File: config.mk
export PLATFORM = sky130hd
export DESIGN_NAME = qrm_queue
export DESIGN_NICKNAME = d
export VERILOG_FILES = /design/src/rtl/core/qrm_pkg.sv /design/src/rtl/core/qrm_queue.sv
export SDC_FILE = /design/constraint.sdc
export NUM_CORES = 1
export LEC_CHECK = 0
export BUFFER_PORTS_ARGS = -buffer_cell sky130_fd_sc_hd__buf_4
export CAP_MARGIN = 20
export CORE_UTILIZATION = 50
export DETAILED_ROUTE_END_ITERATION = 16
export PLACE_DENSITY = 0.71
export SLEW_MARGIN = 20
export SYNTH_ARGS = -nofsm -noshare
export SYNTH_HDL_FRONTEND = slang
export SYNTH_SLANG_ARGS = --single-unit
File: constraint.sdc
create_clock -name i_clk -period 10.32 [get_ports i_clk]
set_input_delay 1.032 -clock i_clk [delete_from_list [all_inputs] [get_ports i_clk]]
set_output_delay 1.032 -clock i_clk [all_outputs]
set_load 0.005 [all_outputs]
File: src/rtl/core/qrm_pkg.sv
// Shared types and constants for the quaternion to rotation matrix block.
`default_nettype none
package qrm_pkg;

    localparam int DATA_W  = 16;
    localparam int N_W     = 33;  // squared norm, up to 2^32
    localparam int NUM_W   = 34;  // signed numerator, |num| <= n
    localparam int REM_W   = 34;  // divider remainder, below 2n
    localparam int LANES   = 9;
    localparam int Q_DEPTH = 4;
    localparam int Q_AW    = 2;
    localparam int Q_CW    = 3;

    typedef struct packed {
        logic signed [DATA_W-1:0] quat_x;
        logic signed [DATA_W-1:0] quat_y;
        logic signed [DATA_W-1:0] quat_z;
        logic signed [DATA_W-1:0] quat_w;
    } t_quat_in;

    typedef struct packed {
        logic signed [DATA_W-1:0] col0_row0;
        logic signed [DATA_W-1:0] col0_row1;
        logic signed [DATA_W-1:0] col0_row2;
        logic signed [DATA_W-1:0] col1_row0;
        logic signed [DATA_W-1:0] col1_row1;
        logic signed [DATA_W-1:0] col1_row2;
        logic signed [DATA_W-1:0] col2_row0;
        logic signed [DATA_W-1:0] col2_row1;
        logic signed [DATA_W-1:0] col2_row2;
        logic                     zero_norm;
    } t_mat_out;

    // One classified request: nine numerators, the common divisor, zero flag.
    typedef struct packed {
        logic [LANES-1:0][NUM_W-1:0] num;
        logic [N_W-1:0]              n;
        logic                        zero;
    } t_job;

endpackage
`default_nettype wire

File: src/rtl/core/qrm_queue.sv
// Short request queue between front end and divider back end.
`default_nettype none
module qrm_queue (
    input  wire logic                     i_clk,
    input  wire logic                     i_rst_n,
    input  wire logic                     i_push,
    input  wire qrm_pkg::t_job            i_job,
    input  wire logic                     i_pop,
    output qrm_pkg::t_job                 o_job,
    output logic                          o_empty,
    output logic [qrm_pkg::Q_CW-1:0]      o_count
);
    qrm_pkg::t_job r_mem [qrm_pkg::Q_DEPTH];
    logic [qrm_pkg::Q_AW-1:0] r_wp, r_rp;
    logic [qrm_pkg::Q_CW-1:0] r_cnt;

    always_ff @(posedge i_clk) begin
        if (i_push) begin
            r_mem[r_wp] <= i_job;
        end
    end

    always_ff @(posedge i_clk) begin
        if (!i_rst_n) begin
            r_wp  <= '0;
            r_rp  <= '0;
            r_cnt <= '0;
        end else begin
            if (i_push) r_wp <= r_wp + 1'b1;
            if (i_pop)  r_rp <= r_rp + 1'b1;
            r_cnt <= r_cnt + {{(qrm_pkg::Q_CW-1){1'b0}}, i_push}
                           - {{(qrm_pkg::Q_CW-1){1'b0}}, i_pop};
        end
    end

    assign o_job   = r_mem[r_rp];
    assign o_empty = (r_cnt == '0);
    assign o_count = r_cnt;

`ifndef SYNTHESIS
    a_no_overflow: assert property (@(posedge i_clk) disable iff (!i_rst_n)
        i_push |-> (r_cnt != qrm_pkg::Q_CW'(qrm_pkg::Q_DEPTH)))
        else $error("queue push while full");
    a_no_underflow: assert property (@(posedge i_clk) disable iff (!i_rst_n)
        i_pop |-> (r_cnt != '0))
        else $error("queue pop while empty");
    a_ptr_gap: assert property (@(posedge i_clk) disable iff (!i_rst_n)
        (r_cnt != qrm_pkg::Q_CW'(qrm_pkg::Q_DEPTH)) |->
        (qrm_pkg::Q_AW'(r_wp - r_rp) == r_cnt[qrm_pkg::Q_AW-1:0]))
        else $error("queue pointers disagree with count");
`endif
endmodule
`default_nettype wire

==> impl_metrics.yaml, run 1 <==
final_layout:
  syn2layout_area_growth_pct: 22.2
  final_layout_size_suffix_gt1_share_pct: 46.3
  final_nets: 2941
  utilization_pct: 61.6
die:
  design.portCount: 688
  die_x_um: 317
  die_y_um: 317
  core_sq_mm: 0.0983
  die_area_sq_mm: 0.100
  num_rows: 115
  start_util_pct: 50.4
sta:
  finalCritPeriodShare_pct: 47.5
  fmax_ghz: 0.204
  clock_skew_ps: 25.6
  setup_ws_ps: 5420
  tightest_slew_ps: 1270
  rsz0062_at_grt: "no"
  final_max_slew_viol_count: 0
  setup_viol: 0
  slew_headroom_pct: 15.6
  setup_tns_ps: 0
  hold_viol_final: 0
  min_period_ps: 4900
yosys:
  synthAdderAreaFrac_pct: 0.192
  async_flop_share_pct: 0
  synth_fp_nets: 2169
  synth_cell_type_count: 18
  ys_warn_count: 0
  ys_seq_area_share_pct: 82.8
  yosys.area_share.simple_pct: 0.139
  synth_area_sq_mm: 0.0495
  yosys-mux-area-fraction_pct: 15.5
  synth-main-ff-cell: "edfxtp_1"
  syn_avg_cell_area_sq_um: 27.2
  synth_xor_area_share_pct: 0.0834
  postSynthCellCount: 1818
  synth_edf_count: 1360
  synth_compound_area_share_pct: 0.0303
  yosys_register_bits: 1369
  synth_top_family_by_area: "multiplexers"
grt:
  grt_pass1_vias: 23300
  antenna_found_initial: 16
  globalRouteTotalUtil_pct: 19.9
  grt_first_pass_wirelength_mm: 146
  grt_max_degree: 157
  overflow: 0
clock_tree:
  clk_latency_ps: 730
  path_clk_slew_ps: 60
  post_cts_buffers: 0
  cts_resized: 0
  cts_tree: "yes"
  htree_levels: 4
  cts-root-buf: "clkbuf_16"
  cts_buffers: 139
  ctsHoldBuffers: 0
  cts.sinks: 1369
  clock_path_buffers: 3
setup_path:
  path_common_cell: "buf_4"
  start_kind: "register"
  reg2reg_from: "r_wp[0]$_SDFFE_PN0P_"
  crit_type: "reg2out"
  path_max_fanout: 114
  required_ps: 9290
  worstPathArrival_ps: 3870
  r2r_cells: 5
  end_kind: "output pin"
  critPathMaxStageDelay_ps: 760
  worstPathCellList: "buf_4, buf_12, mux4_2, buf_4"
  crit_slowest_cell: "dfxtp_4"
place:
  gp_congestion: 0.768
  port_buffers: 687
  place_ws_ps: 6040
  hpwl_mm: 61.5
min_path:
  min_path_cells: 1
  holdCritStartpoint: "i_job[174]"
  hold_class: "in2reg"
job:
  drv_cap: 0
power:
  power_leakage_nw: 20.2
  irDropWorstVdd_v: 0.000182
  power_mw: 12.5
  p_per_area_mw_per_mm2: 207
detailed_routing:
  wire_per_inst_um: 25.3
  wl_mm: 101
  antenna_left: 0
  vias: 22000
  drc: 0
  routed_via_density: 5.52
  drt_pass1_iterations: 7
  drt_iter0_drc: 1594
run_status:
  status: "finished, final reports clean"
stage by stage:
stage	instances	hold slack [ps]	area, sq um
after floorplan	1818	499	49500
after global placement	3735	501	56000
after detailed placement	3735	524	56000
after CTS	3985	424	60500
after global routing	3994	445	60500
final	3994	493	60500
critical path: cells and delay by family (launching register included):
kind     cells  cell delay, ps
mux          1             640
buf+inv      3            1490
flops        1             760
registers in the layout, summed over array words and instances, names as in the netlist, named ones only:
| register | cells |
|---|---|
| r_mem | 1360 |
| o_count | 3 |
| r_rp | 2 |
| r_wp | 2 |
cells in the mapped netlist, types with 2 or more instances:
| master | number | area share (%) |
|---|---|---|
| ha_1 | 6 | 0.15 |
| nor2_1 | 5 | 0.038 |
| dfxtp_1 | 9 | 0.36 |
| edfxtp_1 | 1360 | 82 |
| mux4_2 | 340 | 15 |
| buf_2 | 35 | 0.35 |
| buf_6 | 34 | 0.77 |
| inv_1 | 7 | 0.053 |
| xnor2_1 | 2 | 0.035 |
| clkbuf_1 | 7 | 0.053 |
| and2_1 | 6 | 0.076 |
layout by cell type, fill, tap and decap left out, types with 4 or more instances in the layout:
master,n
clkinv_1,30
dfxtp_1,7
ha_1,6
and2_4,4
diode_2,8
bufinv_16,10
buf_12,10
clkbuf_1,25
clkinv_8,5
buf_4,696
clkinvlp_4,6
clkbuf_16,144
inv_1,7
edfxtp_1,1360
mux4_2,340
nor2_1,5
clkinv_2,20
final cells by class:
cell class | count | area [sq um]
Tap cell | 1287 | 1610
Inverter | 7 | 26.3
Timing Repair Buffer | 707 | 5450
Clock inverter | 79 | 766
Antenna cell | 8 | 20.0
Clock buffer | 171 | 3720
Sequential cell | 1369 | 41000
Fill cell | 6588 | 37800
Multi-Input combinational cell | 366 | 7900
cell families (layout without fill, tap and decap cells):
family | Yosys count | count (layout)
flops | 1369 | 1369
mux | 341 | 341
buf+inv | 83 | 964
simple gates | 13 | 13
fa+ha+maj | 7 | 7
xor+xnor | 3 | 3
compound gates | 2 | 2
other cells | 0 | 8
per-layer routing:
metal | GRT usage (%) | up-vias | wire length, um
li1 | - | 9499 | -
met1 | 23.3 | 11600 | 36200
met2 | 33.3 | 787 | 52100
met3 | 7.70 | 180 | 9540
met4 | 7.70 | 16 | 3110
met5 | 0 | - | 91
where the power goes:
group          internal, mW  switching, mW  total, mW  leakage [nW]
Sequential             6.40         0.0700       6.47          12.6
Combinational         0.633          0.563       1.20          5.44
Clock                  2.83           2.02       4.86          2.18
Total                  9.87           2.66       12.5          20.2
worst paths after layout:
kind                                                 to  slack, ps
worst max register to register  r_mem[0][207]$_DFFE_PP_       6860
worst min register to register                 register        540
worst min-delay path            r_mem[2][174]$_DFFE_PP_        490
worst max-delay path                          o_job[88]       5420
No activity file was read; power rests on OpenSTA's default activity.
==> run 2, diff against run 1 <==
- clock period: 10.32 -> 5.05 ns (I/O delays scaled with it)
==> impl_metrics.yaml, run 2 (synthesis results as in run 1) <==
run_status:
  status: "finished, final reports clean"
power:
  power_mw: 25.5
  p_per_area_mw_per_mm2: 400
  irDropWorstVdd_v: 0.000377
  power_leakage_nw: 21.6
detailed_routing:
  drt_pass1_iterations: 6
  antenna_left: 0
  wire_per_inst_um: 24.8
  vias: 23900
  wl_mm: 108
  drt_iter0_drc: 1849
  drc: 0
  routed_via_density: 5.48
final_layout:
  utilization_pct: 65.0
  stdcell_area_sq_mm: 0.0639
  regArea_sq_mm: 0.0410
  final_layout_size_suffix_gt1_share_pct: 41.0
  nFillCells: 6123
  largest_reg_flops: 1360
  max_flop_register: "r_mem"
  fin_cells: 4349
  final_common_cell: "edfxtp_1"
  final_nets: 3290
  final_cell_mix: "edfxtp_1 (1360), buf_4 (694), dlygate4sd3_1 (341), mux4_2 (340), clkbuf_16 (139)"
  syn2layout_area_growth_pct: 29.0
  multi_input_area_sq_mm: 0.00790
grt:
  overflow: 0
  antenna_found_initial: 10
  globalRouteTotalUtil_pct: 21.2
  grt_max_degree: 116
  grt_pass1_vias: 25600
  grt_first_pass_wirelength_mm: 157
job:
  drv_cap: 0
die:
  start_util_pct: 50.4
  die_x_um: 317
  die_y_um: 317
  die_area_sq_mm: 0.100
  num_rows: 115
  design.portCount: 688
  core_sq_mm: 0.0983
place:
  port_buffers: 687
  hpwl_mm: 63.4
  place_area_sq_mm: 0.0562
  gp_congestion: 0.784
  placedCellCount: 3744
  place_ws_ps: 2210
setup_path:
  path_max_fanout: 65
  start_kind: "register"
  ff2ff_setup_slack_ps: 2550
  crit_type: "reg2out"
  worstPathArrival_ps: 3020
  end_kind: "output pin"
  required_ps: 4550
sta:
  rsz0062_at_grt: "no"
  whs_ps: 120
  final_max_slew_viol_count: 0
  slew_headroom_pct: 28.7
  finalCritPeriodShare_pct: 69.8
  hold_viol_final: 0
  setup_tns_ps: 0
  setup_viol: 0
  min_period_ps: 3530
  setup_ws_ps: 1520
  clock_skew_ps: 34.0
  tightest_slew_ps: 1070
  fmax_ghz: 0.284
clock_tree:
  cts_tree: "yes"
  clk_latency_ps: 760
  cts-root-buf: "clkbuf_16"
  cts_resized: 0
  cts.sinks: 1369
  htree_levels: 4
  cts_buffers: 139
  path_clk_slew_ps: 60
  clock_path_buffers: 3
min_path:
  hold_class: "in2reg"
==> run 2: path summary, 6_finish.rpt <==
check                                           from                      end  depth (start not counted)
worst max-delay path                        register               o_job[281]                          3
worst min-delay path                           i_pop                 register                          3
worst max register to register  r_wp[0]$_SDFFE_PN0P_  r_mem[2][139]$_DFFE_PP_                          4
worst min register to register  r_rp[0]$_SDFFE_PN0P_                 register                          2
==> run 2: per-layer routing <==
metal	global-route usage [%]	share of wire [%]
met1	25.1	36
met2	36.2	52
met3	6.20	7.6
met4	9.34	4.0
met5	0	0
==> run 2: worst max-delay path, cell delays in order (launching register included) <==
cell     delay, ps
dfxtp_4        900
buf_12         510
mux4_2         600
buf_4          160
==> run 2: timing repair <==
action,4_1_cts,5_1_grt
hold buffers,341,0
buffers inserted,0,0
endpoints found under the hold margin,1362,0
==> run 2: power breakdown <==
part | switching, mW | internal [mW]
Combinational | 1.25 | 1.48
Sequential | 0.155 | 13.1
Clock | 4.19 | 5.39
==> run 2: final cells by class <==
cell class	instances	share of cell area, %
inverter	7	0.0411
tap	1287	2.52
sequential	1369	64.2
clock buffer	172	5.67
multi-input combinational	366	12.4
antenna	11	0.0431
timing repair buffer	1056	14.2
clock inverter	81	0.995
==> run 3, diff against run 2 <==
- clock period: 5.05 -> 3.6 ns (I/O delays scaled with it)
==> impl_metrics.yaml, run 3 (synthesis results as in run 1) <==
detailed_routing:
  wire_per_inst_um: 24.8
  wl_met2_mm: 55.9
  top_layer: "met5"
  wl_met3_mm: 7.92
  drt-met1-wl_mm: 39.9
  vias: 23900
  antenna_left: 0
  drt_pass1_iterations: 5
  drt_iter0_drc: 1829
  routed_via_density: 5.48
  drc: 0
  wl_mm: 108
final_layout:
  nFillCells: 6089
  final_nets: 3309
  syn2layout_area_growth_pct: 29.5
  largest_reg_flops: 1360
  multi_input_area_sq_mm: 0.00790
  fin_cells: 4362
  final_layout_size_suffix_gt1_share_pct: 41.2
  regArea_sq_mm: 0.0410
  final_cell_mix: "edfxtp_1 (1360), buf_4 (710), dlygate4sd3_1 (343), mux4_2 (340), clkbuf_16 (138)"
  max_flop_register: "r_mem"
  final_common_cell: "edfxtp_1"
  stdcell_area_sq_mm: 0.0641
  utilization_pct: 65.2
sta:
  tightest_slew_ps: 828
  clock_skew_ps: 21.5
  slew_headroom_pct: 44.8
  setup_viol: 0
  setup_tns_ps: 0
  setup_ws_ps: 498
  rsz0062_at_grt: "no"
  fmax_ghz: 0.322
  final_max_slew_viol_count: 0
  finalCritPeriodShare_pct: 86.2
  min_period_ps: 3100
  hold_viol_final: 0
  whs_ps: 358
place:
  port_buffers: 687
  place_ws_ps: 1170
  hpwl_mm: 65.6
  place_area_sq_mm: 0.0564
  gp_congestion: 0.804
  placedCellCount: 3764
setup_path:
  worstPathArrival_ps: 2740
  required_ps: 3240
  end_kind: "output pin"
  start_kind: "register"
  path_max_fanout: 70
  crit_type: "reg2out"
grt:
  grt_first_pass_wirelength_mm: 157
  globalRouteTotalUtil_pct: 21.4
  antenna_found_initial: 15
  grt_pass1_vias: 25600
  overflow: 0
  grt_max_degree: 120
power:
  irDropWorstVdd_v: 0.000523
  p_per_area_mw_per_mm2: 560
  power_mw: 35.9
  power_leakage_nw: 21.7
clock_tree:
  cts_resized: 0
  cts.sinks: 1369
  clock_path_buffers: 3
  clk_latency_ps: 750
  path_clk_slew_ps: 60
  cts_buffers: 136
  htree_levels: 4
  cts_tree: "yes"
  cts-root-buf: "clkbuf_16"
die:
  die_x_um: 317
  core_sq_mm: 0.0983
  start_util_pct: 50.4
  design.portCount: 688
  die_area_sq_mm: 0.100
  die_y_um: 317
  num_rows: 115
min_path:
  hold_class: "in2reg"
job:
  drv_cap: 0
run_status:
  status: "finished, final reports clean"
-- run 3: final timing paths --
path	startpoint	to	slack (ps)	cells past startpoint
max	register	o_job[305]	500	3
min reg2reg	r_rp[0]$_SDFFE_PN0P_	register	550	2
max reg2reg	r_wp[0]$_SDFFE_PN0P_	r_mem[3][114]$_DFFE_PP_	1410	3
min	i_job[286]	r_mem[1][286]$_DFFE_PP_	360	2
-- run 3: power breakdown --
part           switching (mW)  internal, mW
combinational            1.77          2.10
sequential              0.207          18.3
clock                    5.80          7.68
total                    7.78          28.1
-- run 3: layout make-up --
type / instances / area share, %
multi-input cells: 366 / 12.3
well taps: 1287 / 2.51
inverters: 7 / 0.0410
repair buffers: 1078 / 14.4
clock inverters: 70 / 1.05
clock buffers: 173 / 5.59
diodes: 12 / 0.0468
flip-flops and latches: 1369 / 64.0
-- run 3: what timing repair did --
action	4_1_cts	5_1_grt
setup buffers	0	0
hold buffers	343	0
hold endpoints to repair	1369	0
endpoints found under the setup margin	0	0
-- run 3: per-layer routing --
layer  global-route usage [%]  vias to the layer above
met2                     35.6                      908
met3                     6.17                      229
met4                     10.1                        8
met5                        0                        -
met1                     25.8                    12500
li1                         -                    10200
-- run 3: critical path: stages (launching register included) --
cell     delay (ps)
dfxtp_4         650
buf_12          530
mux4_2          610
buf_4           160
